<file path="src/rtl/kpd_pkg.sv">
package kpd_pkg;

	// Key codes 0..15 name a key, this code means no key.
	localparam logic [4:0] NO_KEY_CODE = 5'd16;

	typedef enum logic [1:0] {
		REG_MIRROR_COLUMNS = 2'd0,
		REG_MIRROR_ROWS    = 2'd1,
		REG_DEBOUNCE_READS = 2'd2
	} kpd_reg_t;

	localparam logic [3:0] DEBOUNCE_RESET = 4'd2;

	// Decoded scan passed from the decoder to the debounce logic.
	typedef struct packed {
		logic       drop;
		logic [4:0] code;
	} kpd_scan_t;

	// Layout 123A/456B/789C/*0#D; mask bits are A,B,X,Y,L,R,ZL,ZR,minus,plus,home.
	function automatic logic [10:0] key_buttons(input logic [3:0] key);
		logic [10:0] mask;
		unique case (key)
			4'd0:    mask = 11'h010;
			4'd2:    mask = 11'h020;
			4'd3:    mask = 11'h001;
			4'd7:    mask = 11'h002;
			4'd8:    mask = 11'h040;
			4'd10:   mask = 11'h080;
			4'd11:   mask = 11'h004;
			4'd12:   mask = 11'h100;
			4'd13:   mask = 11'h400;
			4'd14:   mask = 11'h200;
			4'd15:   mask = 11'h008;
			default: mask = 11'h000;
		endcase
		return mask;
	endfunction

	function automatic logic [3:0] key_dirs(input logic [3:0] key);
		logic [3:0] dirs;
		unique case (key)
			4'd1:    dirs = 4'h1;
			4'd4:    dirs = 4'h4;
			4'd6:    dirs = 4'h8;
			4'd9:    dirs = 4'h2;
			default: dirs = 4'h0;
		endcase
		return dirs;
	endfunction

endpackage

</file>
<file path="src/rtl/kpd_if.sv">
interface kpd_scan_if;
	logic       valid;
	logic       ready;
	logic [3:0] column_lines;
	logic [3:0] row_lines;
	logic       bus_error;

	modport source (output valid, output column_lines, output row_lines, output bus_error,
		input ready);
	modport sink (input valid, input column_lines, input row_lines, input bus_error,
		output ready);
endinterface

interface kpd_event_if;
	logic        valid;
	logic        ready;
	logic [3:0]  key_index;
	logic        key_pressed;
	logic [10:0] button_mask;
	logic [3:0]  direction_bits;

	modport source (output valid, output key_index, output key_pressed,
		output button_mask, output direction_bits, input ready);
	modport sink (input valid, input key_index, input key_pressed,
		input button_mask, input direction_bits, output ready);
endinterface

</file>
<file path="src/rtl/kpd_scan_decode.sv">
module kpd_scan_decode
	import kpd_pkg::*;
(
	input  logic [3:0] column_lines,
	input  logic [3:0] row_lines,
	input  logic       bus_error,
	input  logic       mirror_columns,
	input  logic       mirror_rows,
	output kpd_scan_t  scan
);

	typedef struct packed {
		logic       none;
		logic       many;
		logic [1:0] idx;
	} kpd_lines_t;

	function automatic kpd_lines_t decode_lines(input logic [3:0] nib);
		kpd_lines_t d;
		d = '0;
		unique case (nib)
			4'hE:    d.idx = 2'd0;
			4'hD:    d.idx = 2'd1;
			4'hB:    d.idx = 2'd2;
			4'h7:    d.idx = 2'd3;
			4'hF:    d.none = 1'b1;
			default: d.many = 1'b1;
		endcase
		return d;
	endfunction

	kpd_lines_t col_d;
	kpd_lines_t row_d;
	logic [1:0] col;
	logic [1:0] row;

	assign col_d = decode_lines(column_lines);
	assign row_d = decode_lines(row_lines);

	// Mirroring 3-c is the bitwise inverse of a two-bit index.
	assign col = mirror_columns ? ~col_d.idx : col_d.idx;
	assign row = mirror_rows ? ~row_d.idx : row_d.idx;

	// The row nibble only matters when exactly one column line is low.
	always_comb begin
		scan.drop = 1'b0;
		scan.code = NO_KEY_CODE;
		priority if (bus_error || col_d.many) begin
			scan.drop = 1'b1;
		end else if (col_d.none) begin
			scan.code = NO_KEY_CODE;
		end else if (row_d.many) begin
			scan.drop = 1'b1;
		end else if (row_d.none) begin
			scan.code = NO_KEY_CODE;
		end else begin
			scan.code = {1'b0, row, col};
		end
	end

endmodule

</file>
<file path="src/rtl/keypad_scan_debounce_mapper_top.sv">
// Channel  Dir  Payload                                              Accepted when
// scan     in   column_lines[3:0], row_lines[3:0], bus_error         valid && ready
// report   out  key_index[3:0], key_pressed, button_mask[10:0],      valid && ready
//               direction_bits[3:0]
// config   in   write_enable, reg_index[1:0], write_data[3:0]        write_enable
//
// A scan word is registered in the input register on entry, then decoded and debounced,
// and its event is registered in the output register that drives report.
// One scan word is taken every cycle while the output register can move.
// The debounce state advances only when the input register hands its word on,
// which stalls while an event waits in the output register and report.ready is low.
// Reset clears the stable key and the candidate to no key and the count to zero.
module keypad_scan_debounce_mapper_top
	import kpd_pkg::*;
(
	input  logic        clk,
	input  logic        arst_n,
	kpd_scan_if.sink    scan,
	kpd_event_if.source report,
	input  logic        write_enable,
	input  logic [1:0]  reg_index,
	input  logic [3:0]  write_data
);

	logic       mirror_columns_q;
	logic       mirror_rows_q;
	logic [3:0] debounce_reads_q;

	logic       valid_s1;
	logic [3:0] column_lines_s1;
	logic [3:0] row_lines_s1;
	logic       bus_error_s1;

	logic [4:0] stable_code_q;
	logic [4:0] candidate_code_q;
	logic [3:0] repeat_count_q;

	logic        out_valid_q;
	logic [3:0]  key_index_q;
	logic        key_pressed_q;
	logic [10:0] button_mask_q;
	logic [3:0]  direction_bits_q;

	kpd_scan_t  dec;
	logic       advance;
	logic       update;
	logic [3:0] count_next;
	logic       emit;

	always_ff @(posedge clk or negedge arst_n) begin
		if (!arst_n) begin
			mirror_columns_q <= 1'b0;
			mirror_rows_q    <= 1'b0;
			debounce_reads_q <= DEBOUNCE_RESET;
		end else if (write_enable) begin
			unique case (reg_index)
				REG_MIRROR_COLUMNS: mirror_columns_q <= write_data[0];
				REG_MIRROR_ROWS:    mirror_rows_q    <= write_data[0];
				REG_DEBOUNCE_READS: debounce_reads_q <= write_data;
				default: ;
			endcase
		end
	end

	assign advance     = !out_valid_q || report.ready;
	assign scan.ready  = !valid_s1 || advance;

	always_ff @(posedge clk or negedge arst_n) begin
		if (!arst_n) begin
			valid_s1 <= 1'b0;
		end else if (scan.ready) begin
			valid_s1 <= scan.valid;
		end
	end

	always_ff @(posedge clk) begin
		if (scan.ready && scan.valid) begin
			column_lines_s1 <= scan.column_lines;
			row_lines_s1    <= scan.row_lines;
			bus_error_s1    <= scan.bus_error;
		end
	end

	kpd_scan_decode u_decode (
		.column_lines   (column_lines_s1),
		.row_lines      (row_lines_s1),
		.bus_error      (bus_error_s1),
		.mirror_columns (mirror_columns_q),
		.mirror_rows    (mirror_rows_q),
		.scan           (dec)
	);

	// The count saturates at the configured number of reads.
	always_comb begin
		if (dec.code == candidate_code_q) begin
			count_next = (repeat_count_q < debounce_reads_q) ? repeat_count_q + 4'd1
				: repeat_count_q;
		end else begin
			count_next = 4'd1;
		end
	end

	assign update = valid_s1 && advance && !dec.drop;
	assign emit   = (count_next >= debounce_reads_q) && (dec.code != stable_code_q);

	always_ff @(posedge clk or negedge arst_n) begin
		if (!arst_n) begin
			stable_code_q    <= NO_KEY_CODE;
			candidate_code_q <= NO_KEY_CODE;
			repeat_count_q   <= 4'd0;
		end else if (update) begin
			candidate_code_q <= dec.code;
			repeat_count_q   <= count_next;
			if (emit) begin
				stable_code_q <= dec.code;
			end
		end
	end

	always_ff @(posedge clk or negedge arst_n) begin
		if (!arst_n) begin
			out_valid_q <= 1'b0;
		end else if (advance) begin
			out_valid_q <= update && emit;
		end
	end

	// A release word carries all zeros.
	always_ff @(posedge clk) begin
		if (update && emit) begin
			if (dec.code[4]) begin
				key_index_q      <= 4'd0;
				key_pressed_q    <= 1'b0;
				button_mask_q    <= 11'd0;
				direction_bits_q <= 4'd0;
			end else begin
				key_index_q      <= dec.code[3:0];
				key_pressed_q    <= 1'b1;
				button_mask_q    <= key_buttons(dec.code[3:0]);
				direction_bits_q <= key_dirs(dec.code[3:0]);
			end
		end
	end

	assign report.valid          = out_valid_q;
	assign report.key_index      = key_index_q;
	assign report.key_pressed    = key_pressed_q;
	assign report.button_mask    = button_mask_q;
	assign report.direction_bits = direction_bits_q;

endmodule
</file>
<file path="src/flat_wrapper.sv">
// flat-port wrapper written by rule: the top's interface ports become plain ports
module keypad_scan_debounce_mapper_top_flat import kpd_pkg::*;
  (clk, arst_n, write_enable, reg_index, write_data, scan_valid, scan_column_lines, scan_row_lines, scan_bus_error, scan_ready, report_valid, report_key_index, report_key_pressed, report_button_mask, report_direction_bits, report_ready);
  kpd_scan_if scan_i ();
  kpd_event_if report_i ();
  input  logic clk;
  input  logic arst_n;
  input  logic write_enable;
  input  logic [1:0] reg_index;
  input  logic [3:0] write_data;
  input wire logic [$bits(scan_i.valid)-1:0] scan_valid;
  input wire logic [$bits(scan_i.column_lines)-1:0] scan_column_lines;
  input wire logic [$bits(scan_i.row_lines)-1:0] scan_row_lines;
  input wire logic [$bits(scan_i.bus_error)-1:0] scan_bus_error;
  output wire logic [$bits(scan_i.ready)-1:0] scan_ready;
  output wire logic [$bits(report_i.valid)-1:0] report_valid;
  output wire logic [$bits(report_i.key_index)-1:0] report_key_index;
  output wire logic [$bits(report_i.key_pressed)-1:0] report_key_pressed;
  output wire logic [$bits(report_i.button_mask)-1:0] report_button_mask;
  output wire logic [$bits(report_i.direction_bits)-1:0] report_direction_bits;
  input wire logic [$bits(report_i.ready)-1:0] report_ready;
  assign scan_i.valid = scan_valid;
  assign scan_i.column_lines = scan_column_lines;
  assign scan_i.row_lines = scan_row_lines;
  assign scan_i.bus_error = scan_bus_error;
  assign scan_ready = scan_i.ready;
  assign report_valid = report_i.valid;
  assign report_key_index = report_i.key_index;
  assign report_key_pressed = report_i.key_pressed;
  assign report_button_mask = report_i.button_mask;
  assign report_direction_bits = report_i.direction_bits;
  assign report_i.ready = report_ready;
  keypad_scan_debounce_mapper_top u_core (.clk(clk), .arst_n(arst_n), .scan(scan_i), .report(report_i), .write_enable(write_enable), .reg_index(reg_index), .write_data(write_data));
endmodule
</file>
<file path="config.mk">
export PLATFORM = sky130hd
export DESIGN_NAME = keypad_scan_debounce_mapper_top_flat
export DESIGN_NICKNAME = d
export VERILOG_FILES = /design/src/rtl/kpd_pkg.sv /design/src/rtl/kpd_if.sv /design/src/rtl/kpd_scan_decode.sv /design/src/rtl/keypad_scan_debounce_mapper_top.sv /design/src/flat_wrapper.sv
export SDC_FILE = /design/constraint.sdc
export NUM_CORES = 1
export LEC_CHECK = 0
export ABC_AREA = 1
export BUFFER_PORTS_ARGS = -buffer_cell sky130_fd_sc_hd__buf_4
export CORE_ASPECT_RATIO = 1.25
export CORE_MARGIN = 2
export CORE_UTILIZATION = 35
export CTS_CLUSTER_DIAMETER = 150
export DETAILED_ROUTE_END_ITERATION = 7
export PLACE_DENSITY_LB_ADDON = 0.3
export RECOVER_POWER = 50
export SLEW_MARGIN = 10
export SYNTH_ARGS = -nofsm -noshare
export SYNTH_HDL_FRONTEND = slang
export SYNTH_HIERARCHICAL = 1
export SYNTH_SLANG_ARGS = --single-unit
</file>
<file path="constraint.sdc">
create_clock -name clk -period 7.3 [get_ports clk]
set_input_delay 0.365 -clock clk [delete_from_list [all_inputs] [get_ports clk]]
set_output_delay 0.365 -clock clk [all_outputs]
set_load 0.02 [all_outputs]
</file>
==> impl_metrics.xml, run 1 <==
<?xml version="1.0" encoding="UTF-8"?>
<metrics>
  <group name="critical_path">
    <metric name="crit_required" unit="ps">7260</metric>
    <metric name="worst_r2r_endpoint" unit="">u_core/report.key_index[1]</metric>
    <metric name="critical_path_start_type" unit="">flip-flop</metric>
    <metric name="worst_r2r_path_depth" unit="">19</metric>
    <metric name="worstReg2RegStart" unit="">u_core/row_lines_s1[1]</metric>
    <metric name="setup.reg_to_reg.worst_slack" unit="ps">3640</metric>
    <metric name="cp_data_arrival_time" unit="ps">3620</metric>
    <metric name="critPathMaxFanout" unit="">20</metric>
    <metric name="timing_worst_setup_path_type" unit="">reg -&gt; reg</metric>
    <metric name="worstSetupEndpointType" unit="">flip-flop</metric>
  </group>
  <group name="logic_synthesis">
    <metric name="synth_sequential_area_ratio" unit="%">54.3</metric>
    <metric name="post_synth_instance_area" unit="mm2">0.00262</metric>
    <metric name="mappedNetlistNets" unit="">313</metric>
    <metric name="postSynthRegisterBits" unit="">51</metric>
    <metric name="ys.warnings.count" unit="">6</metric>
    <metric name="ys_types" unit="">28</metric>
    <metric name="syn_area_per_cell" unit="um2">9.20</metric>
    <metric name="post_synth_inst_count" unit="">285</metric>
  </group>
  <group name="clock_tree">
    <metric name="postCtsSetupRepairBufs" unit="">0</metric>
    <metric name="clkLatencyLatePin" unit="ps">300</metric>
    <metric name="cts-root-buf" unit="">sky130_fd_sc_hd__clkbuf_8</metric>
    <metric name="cts_buffers" unit="">5</metric>
    <metric name="cts_hold_buffers" unit="">1</metric>
    <metric name="htreeDepth" unit="">2</metric>
    <metric name="cts-root-to-sink-buffers" unit="">2</metric>
    <metric name="clock_tree_from_tritoncts" unit="">built</metric>
    <metric name="clk_pin_slew" unit="ps">100</metric>
    <metric name="cts_num_sinks" unit="">51</metric>
    <metric name="post_cts_resized" unit="">0</metric>
  </group>
  <group name="placement">
    <metric name="placed_cells_incl_taps" unit="">413</metric>
    <metric name="pre_cts_ws" unit="ps">3660</metric>
    <metric name="placement.io_buffers" unit="">41</metric>
    <metric name="place_congestion" unit="">0.820</metric>
    <metric name="dpl.hpwl" unit="um">3610</metric>
  </group>
  <group name="timing">
    <metric name="layout_min_cycle_time" unit="ps">3660</metric>
    <metric name="achievable-frequency" unit="MHz">273</metric>
    <metric name="setup_viol" unit="">0</metric>
    <metric name="worst_case_headroom_to_the_max_slew_limit" unit="%">18.7</metric>
    <metric name="tns" unit="ps">0</metric>
    <metric name="clock-skew-final" unit="ps">9.57</metric>
    <metric name="drv_slew" unit="">0</metric>
    <metric name="worst_hold_slack" unit="ps">241</metric>
    <metric name="worst_margin_slew" unit="ps">1220</metric>
    <metric name="grt_setup_unrepaired" unit="">false</metric>
    <metric name="final_min_period_over_clock_period" unit="%">50.2</metric>
    <metric name="final.setup.worst_slack" unit="ps">3640</metric>
    <metric name="final_hold_viol_count" unit="">0</metric>
  </group>
  <group name="pwr">
    <metric name="power_per_cell_area" unit="mW/mm2">215</metric>
    <metric name="total_switching_power" unit="uW">161</metric>
    <metric name="cell_internal_pwr" unit="uW">498</metric>
    <metric name="pwr-share-seq" unit="%">51.6</metric>
    <metric name="power_switching_share" unit="%">24.4</metric>
    <metric name="power_frac_clock" unit="%">34.6</metric>
    <metric name="worst_ir_drop_vdd" unit="V">0.0000975</metric>
    <metric name="power.leakage" unit="nW">1.35</metric>
    <metric name="power.combinational.fraction" unit="%">13.8</metric>
    <metric name="power.total" unit="uW">659</metric>
  </group>
  <group name="routing">
    <metric name="routed_via_count" unit="">1952</metric>
    <metric name="drt-wirelength-per-cell" unit="um">11.2</metric>
    <metric name="drt.antenna.violating_nets" unit="">0</metric>
    <metric name="detailedRoute.firstPassIterationCount" unit="">4</metric>
    <metric name="drc_errors" unit="">0</metric>
    <metric name="vias_per_cell" unit="">4.63</metric>
    <metric name="route.final.wire_length" unit="um">4710</metric>
    <metric name="violation_count_after_the_first_detailed_route_iteration" unit="">90</metric>
  </group>
  <group name="run">
    <metric name="timing.max_cap.violations" unit="">0</metric>
  </group>
  <group name="die">
    <metric name="die_y_extent" unit="um">101</metric>
    <metric name="pin_count" unit="">42</metric>
    <metric name="die_w" unit="um">81.4</metric>
    <metric name="area_of_the_die" unit="mm2">0.00821</metric>
    <metric name="initial_utilization" unit="%">35.9</metric>
    <metric name="floorplan.rows" unit="">35</metric>
    <metric name="core-area" unit="mm2">0.00731</metric>
  </group>
  <group name="grt">
    <metric name="global_route.usage.total" unit="%">12.5</metric>
    <metric name="grt_overflow" unit="">0</metric>
    <metric name="grt_start_max_net_pins" unit="">23</metric>
    <metric name="grt_pass1_wl" unit="um">7980</metric>
    <metric name="vias_in_the_first_global_route" unit="">1802</metric>
    <metric name="antenna_violations_before_repair" unit="">0</metric>
  </group>
  <group name="worst_hold_path">
    <metric name="worst_hold_path_type" unit="">in -&gt; reg</metric>
    <metric name="worstHoldEndpoint" unit="">u_core/report.valid</metric>
    <metric name="holdPathStages" unit="">2</metric>
    <metric name="hp-start" unit="">report_ready</metric>
  </group>
  <group name="cells_and_area">
    <metric name="num-nets-final" unit="">357</metric>
    <metric name="finish.cell_count_without_fillers" unit="">422</metric>
    <metric name="n_antenna_cell" unit="">0</metric>
    <metric name="layout_commonest_cell" unit="">sky130_fd_sc_hd__nand2_1</metric>
    <metric name="final_cell_mix" unit="">sky130_fd_sc_hd__nand2_1 (80), sky130_fd_sc_hd__edfxtp_1 (29), sky130_fd_sc_hd__nor2_1 (28)</metric>
    <metric name="syn_to_final_growth" unit="%">16.8</metric>
    <metric name="drive_above_1_share" unit="%">17.3</metric>
    <metric name="final.fill_count" unit="">717</metric>
  </group>
  <group name="run_status">
    <metric name="outcome" unit="">finished clean</metric>
  </group>
</metrics>
## sequential cells by signal (all words and copies together), names as in the netlist
name,count
u_core/report.button_mask,11
u_core/candidate_code_q,5
u_core/stable_code_q,5
u_core/column_lines_s1,4
u_core/debounce_reads_q,4
u_core/repeat_count_q,4
u_core/report.direction_bits,4
u_core/report.key_index,4
u_core/row_lines_s1,4
u_core/bus_error_s1,1
u_core/mirror_columns_q,1
u_core/mirror_rows_q,1
u_core/report.key_pressed,1
u_core/report.valid,1
u_core/valid_s1,1
## power by group through the flow
stage	Combinational [mW]	Clock [mW]	Sequential, mW
final	0.0910	0.228	0.340
after detailed placement	0.0918	0	0.346
after global placement	0.0906	0	0.346
after floorplan	0.0687	0	0.342
after CTS	0.0929	0.235	0.340
after global routing	0.105	0.250	0.342
## critical path: stages (launching register included)
cell	delay [ps]
sky130_fd_sc_hd__edfxtp_1	430
sky130_fd_sc_hd__nand2_1	80
sky130_fd_sc_hd__clkinv_1	100
sky130_fd_sc_hd__nand2_1	70
sky130_fd_sc_hd__nand2_1	50
sky130_fd_sc_hd__a21oi_2	120
sky130_fd_sc_hd__nand2_2	200
sky130_fd_sc_hd__nor2_1	600
sky130_fd_sc_hd__xnor2_1	200
sky130_fd_sc_hd__nand3_2	110
sky130_fd_sc_hd__nor2_4	150
sky130_fd_sc_hd__inv_2	60
sky130_fd_sc_hd__a21oi_1	160
sky130_fd_sc_hd__ha_1	170
sky130_fd_sc_hd__nand2_1	60
sky130_fd_sc_hd__clkinv_1	50
sky130_fd_sc_hd__o21ai_0	90
sky130_fd_sc_hd__nand3_2	140
sky130_fd_sc_hd__nand3_4	130
sky130_fd_sc_hd__inv_2	350
## routing by layer
metal  vias up  track usage (%)  part of all wire (%)
li1       1008                -                     -
met1       883             15.9                    42
met2        53             20.4                    50
met3         8             2.51                   5.6
met4         0             5.61                   1.6
met5         -                0                     0
## synth_stat cells (all sizes together)
library cell   n  area (um2)
dfstp          3        78.8
o21ai         12        60.1
ha             8         100
dfrtp         19         475
nand2         85         332
buf            5        46.3
nand3         25         165
nand3b         2        15.0
nand4          7        43.8
clkinv         2        7.51
nor2          31         134
a21oi         10        57.6
nor3           1        16.3
xor2           5        43.8
xnor2          4        35.0
inv           37         141
edfxtp        29         871
## how the worst max path moves through the flow
stage                                   start                           end  slack [ps]  cells after the start
floorplan              u_core/row_lines_s1[1]  u_core/report.button_mask[0]        4400                     19
global placement    u_core/column_lines_s1[2]  u_core/report.button_mask[3]        3760                     17
detailed placement  u_core/column_lines_s1[2]     u_core/report.key_pressed        3660                     17
CTS                    u_core/row_lines_s1[0]  u_core/report.button_mask[9]        3630                     19
global route           u_core/row_lines_s1[0]  u_core/report.button_mask[9]        3240                     19
finish                 u_core/row_lines_s1[1]    u_core/report.key_index[1]        3640                     19
## kinds of logic (layout without fill, tap and decap cells)
| family | after synthesis | after routing | synth area share [%] |
|---|---|---|---|
| AND/OR/NAND/NOR | 151 | 151 | 26.9 |
| flip-flops | 51 | 51 | 54.3 |
| buffers and inverters | 44 | 89 | 7.44 |
| AO/OA/AOI/OAI | 22 | 22 | 4.48 |
| XOR/XNOR | 9 | 9 | 3.01 |
| adder cells (fa/ha/maj) | 8 | 8 | 3.82 |
## through the flow
stage	util (%)	cell area (um2)
2_1_floorplan	-	2620
3_3_place_gp	41.0	3000
3_5_place_dp	41.0	3000
4_1_cts	43.0	3150
5_1_grt	41.9	3060
6_report	41.9	3060
## final cells by class
cell class | instances | area [um2] | share of cell area [%]
tap | 92 | 115 | 3.76
timing repair buffer | 42 | 235 | 7.68
sequential | 51 | 1430 | 46.5
inverter | 39 | 149 | 4.86
clock inverter | 3 | 67.6 | 2.21
multi-input combinational | 190 | 1000 | 32.7
clock buffer | 5 | 68.8 | 2.25
(Power assumes the default switching activity.)
==> run 2: changes to the inputs <==
Clock period 7.3 ns to 3.4 ns, I/O delays scaled along.
==> impl_metrics.xml, run 2 (same netlist as run 1, synthesis figures left out) <==
<?xml version="1.0" encoding="UTF-8"?>
<metrics>
  <group name="run_status">
    <metric name="outcome" unit="">finished clean</metric>
  </group>
  <group name="worst_hold_path">
    <metric name="worst_hold_path_type" unit="">in -&gt; reg</metric>
    <metric name="holdPathStages" unit="">2</metric>
  </group>
  <group name="grt">
    <metric name="grt_pass1_wl" unit="um">8110</metric>
    <metric name="met3_usage" unit="%">3.85</metric>
    <metric name="global_route.peak_usage_layer" unit="">met2</metric>
    <metric name="antenna_violations_before_repair" unit="">0</metric>
    <metric name="vias_in_the_first_global_route" unit="">1827</metric>
    <metric name="grt_overflow" unit="">0</metric>
    <metric name="grt_start_max_net_pins" unit="">23</metric>
    <metric name="global_route.usage.total" unit="%">12.7</metric>
    <metric name="use_met2" unit="%">20.5</metric>
    <metric name="grt_util_met1" unit="%">16.0</metric>
  </group>
  <group name="cells_and_area">
    <metric name="final_cell_mix" unit="">sky130_fd_sc_hd__nand2_1 (80), sky130_fd_sc_hd__edfxtp_1 (29), sky130_fd_sc_hd__inv_1 (26), sky130_fd_sc_hd__nor2_1 (26), sky130_fd_sc_hd__clkbuf_1 (22)</metric>
    <metric name="num-nets-final" unit="">363</metric>
    <metric name="layout_commonest_cell" unit="">sky130_fd_sc_hd__nand2_1</metric>
    <metric name="multi_input_comb_area" unit="mm2">0.00101</metric>
    <metric name="syn_to_final_growth" unit="%">17.0</metric>
    <metric name="drive_above_1_share" unit="%">19.3</metric>
    <metric name="finish.cell_count_without_fillers" unit="">428</metric>
    <metric name="layout.area.seq" unit="mm2">0.00143</metric>
    <metric name="fin_area" unit="mm2">0.00307</metric>
    <metric name="n_antenna_cell" unit="">0</metric>
    <metric name="largest_register_ffs" unit="">11</metric>
    <metric name="final.fill_count" unit="">723</metric>
  </group>
  <group name="timing">
    <metric name="layout_min_cycle_time" unit="ps">3050</metric>
    <metric name="grt_setup_unrepaired" unit="">false</metric>
    <metric name="clock-skew-final" unit="ps">7.20</metric>
    <metric name="setup_viol" unit="">0</metric>
    <metric name="worst_case_headroom_to_the_max_slew_limit" unit="%">19.2</metric>
    <metric name="tns" unit="ps">0</metric>
    <metric name="final_hold_viol_count" unit="">0</metric>
    <metric name="worst_margin_slew" unit="ps">1210</metric>
    <metric name="final_min_period_over_clock_period" unit="%">89.8</metric>
    <metric name="drv_slew" unit="">0</metric>
    <metric name="achievable-frequency" unit="MHz">328</metric>
  </group>
  <group name="critical_path">
    <metric name="worstSetupEndpointType" unit="">flip-flop</metric>
    <metric name="critical_path_start_type" unit="">flip-flop</metric>
    <metric name="path_common_cell" unit="">sky130_fd_sc_hd__nand2_1</metric>
    <metric name="worst_r2r_path_depth" unit="">19</metric>
    <metric name="critical-path-slowest-cell" unit="">sky130_fd_sc_hd__edfxtp_1</metric>
    <metric name="path_cells" unit="">nand2_1, clkinv_1, nand2_1, nand2_1, a21oi_2, nand2_2, nor2_1, xnor2_1, nand2_1, nor2_4, inv_2, a21oi_1, ha_1, inv_1, nor2_1, o21ai_0, nand3_2, nand3_4, inv_4</metric>
    <metric name="critPathMaxStageDelay" unit="ps">440</metric>
    <metric name="cp_num_cells" unit="">19</metric>
    <metric name="cp_data_arrival_time" unit="ps">3100</metric>
    <metric name="timing_worst_setup_path_type" unit="">reg -&gt; reg</metric>
    <metric name="critPathMaxFanout" unit="">20</metric>
    <metric name="critical_path.top_delay_family" unit="">simple AND/OR/NAND/NOR gates</metric>
    <metric name="cp_num_buf_inv" unit="">4</metric>
    <metric name="crit_required" unit="ps">3450</metric>
  </group>
  <group name="clock_tree">
    <metric name="clock_tree_from_tritoncts" unit="">built</metric>
    <metric name="cts_buffers" unit="">5</metric>
    <metric name="cts-root-buf" unit="">sky130_fd_sc_hd__clkbuf_8</metric>
    <metric name="cts-root-to-sink-buffers" unit="">2</metric>
    <metric name="htreeDepth" unit="">2</metric>
    <metric name="clkLatencyLatePin" unit="ps">300</metric>
    <metric name="postCtsSetupRepairBufs" unit="">0</metric>
    <metric name="cts_num_sinks" unit="">51</metric>
    <metric name="clk_pin_slew" unit="ps">90</metric>
  </group>
  <group name="routing">
    <metric name="detailedRoute.firstPassIterationCount" unit="">6</metric>
    <metric name="violation_count_after_the_first_detailed_route_iteration" unit="">81</metric>
    <metric name="drt.antenna.violating_nets" unit="">0</metric>
    <metric name="route.final.wire_length" unit="um">4630</metric>
    <metric name="routed_via_count" unit="">1950</metric>
    <metric name="drc_errors" unit="">0</metric>
    <metric name="drt-wirelength-per-cell" unit="um">10.8</metric>
    <metric name="vias_per_cell" unit="">4.56</metric>
  </group>
  <group name="placement">
    <metric name="placedInstanceArea" unit="mm2">0.00304</metric>
    <metric name="placement.io_buffers" unit="">41</metric>
    <metric name="place_congestion" unit="">0.826</metric>
    <metric name="dpl.hpwl" unit="um">3590</metric>
    <metric name="placed_cells_incl_taps" unit="">419</metric>
  </group>
  <group name="run">
    <metric name="timing.max_cap.violations" unit="">0</metric>
  </group>
  <group name="pwr">
    <metric name="worst_ir_drop_vdd" unit="V">0.000178</metric>
    <metric name="power_per_cell_area" unit="mW/mm2">412</metric>
    <metric name="power.leakage" unit="nW">1.36</metric>
  </group>
  <group name="die">
    <metric name="initial_utilization" unit="%">35.9</metric>
    <metric name="die_y_extent" unit="um">101</metric>
    <metric name="floorplan.rows" unit="">35</metric>
    <metric name="area_of_the_die" unit="mm2">0.00821</metric>
    <metric name="die_w" unit="um">81.4</metric>
    <metric name="pin_count" unit="">42</metric>
    <metric name="core-area" unit="mm2">0.00731</metric>
  </group>
</metrics>
[run 2: path summary, 6_finish.rpt]
path | startpoint | end | slack, ps
min | report_ready | u_core/report.valid | 50
max in group asynchronous | arst_n | u_core/candidate_code_q[1] | 2040
max | u_core/row_lines_s1[1] | u_core/report.key_index[1] | 350
max reg2reg | u_core/row_lines_s1[1] | u_core/report.key_index[1] | 350
min in group asynchronous | arst_n | u_core/repeat_count_q[1] | 640
min reg2reg | u_core/stable_code_q[4] | u_core/stable_code_q[4] | 480
[run 2: area by class of cell]
cell class              count  area share [%]
flip-flops and latches     51            46.5
clock buffers               5            2.24
clock inverters             3           0.653
well taps                  92            3.75
inverters                  39            4.93
repair buffers             48            9.14
multi-input cells         190            32.8
[run 2: timing repair]
item	CTS	global route
endpoints found under the hold margin	19	0
hold buffers	1	0
gates resized for setup	0	4
setup endpoints to repair	0	20
[run 2: worst register-to-register path: cells and delay by family (launching register included)]
| family | cells | cell delay, ps |
|---|---|---|
| compound gates | 3 | 410 |
| xor+xnor | 1 | 150 |
| fa+ha+maj | 1 | 260 |
| buf+inv | 4 | 340 |
| flops | 1 | 440 |
| simple gates | 10 | 1200 |
[run 2: where the power goes]
group	switching (mW)	internal (mW)	total, mW	leakage [nW]
Sequential	0.0335	0.695	0.729	0.508
Combinational	0.115	0.0815	0.196	0.807
Clock	0.195	0.143	0.339	0.0402
Total	0.344	0.920	1.26	1.36
[run 2: through the flow]
stage / hold slack (ps) / setup WS [ps] / power [mW] / utilization, %
5_1_grt: 30.3 / 25.3 / 1.35 / 42.0
3_5_place_dp: 79.8 / 175 / 0.940 / 41.6
2_1_floorplan: -126 / 501 / 0.881 / -
6_report: 50.2 / 348 / 1.26 / 42.0
3_3_place_gp: 75.4 / 329 / 0.936 / 41.6
4_1_cts: 32.3 / 166 / 1.28 / 43.0
[run 2: per-layer routing]
metal / up-vias / wire length [um]
met2: 47 / 2180
met5: - / 0
met4: 0 / 98
li1: 1018 / -
met1: 874 / 2100
met3: 11 / 253
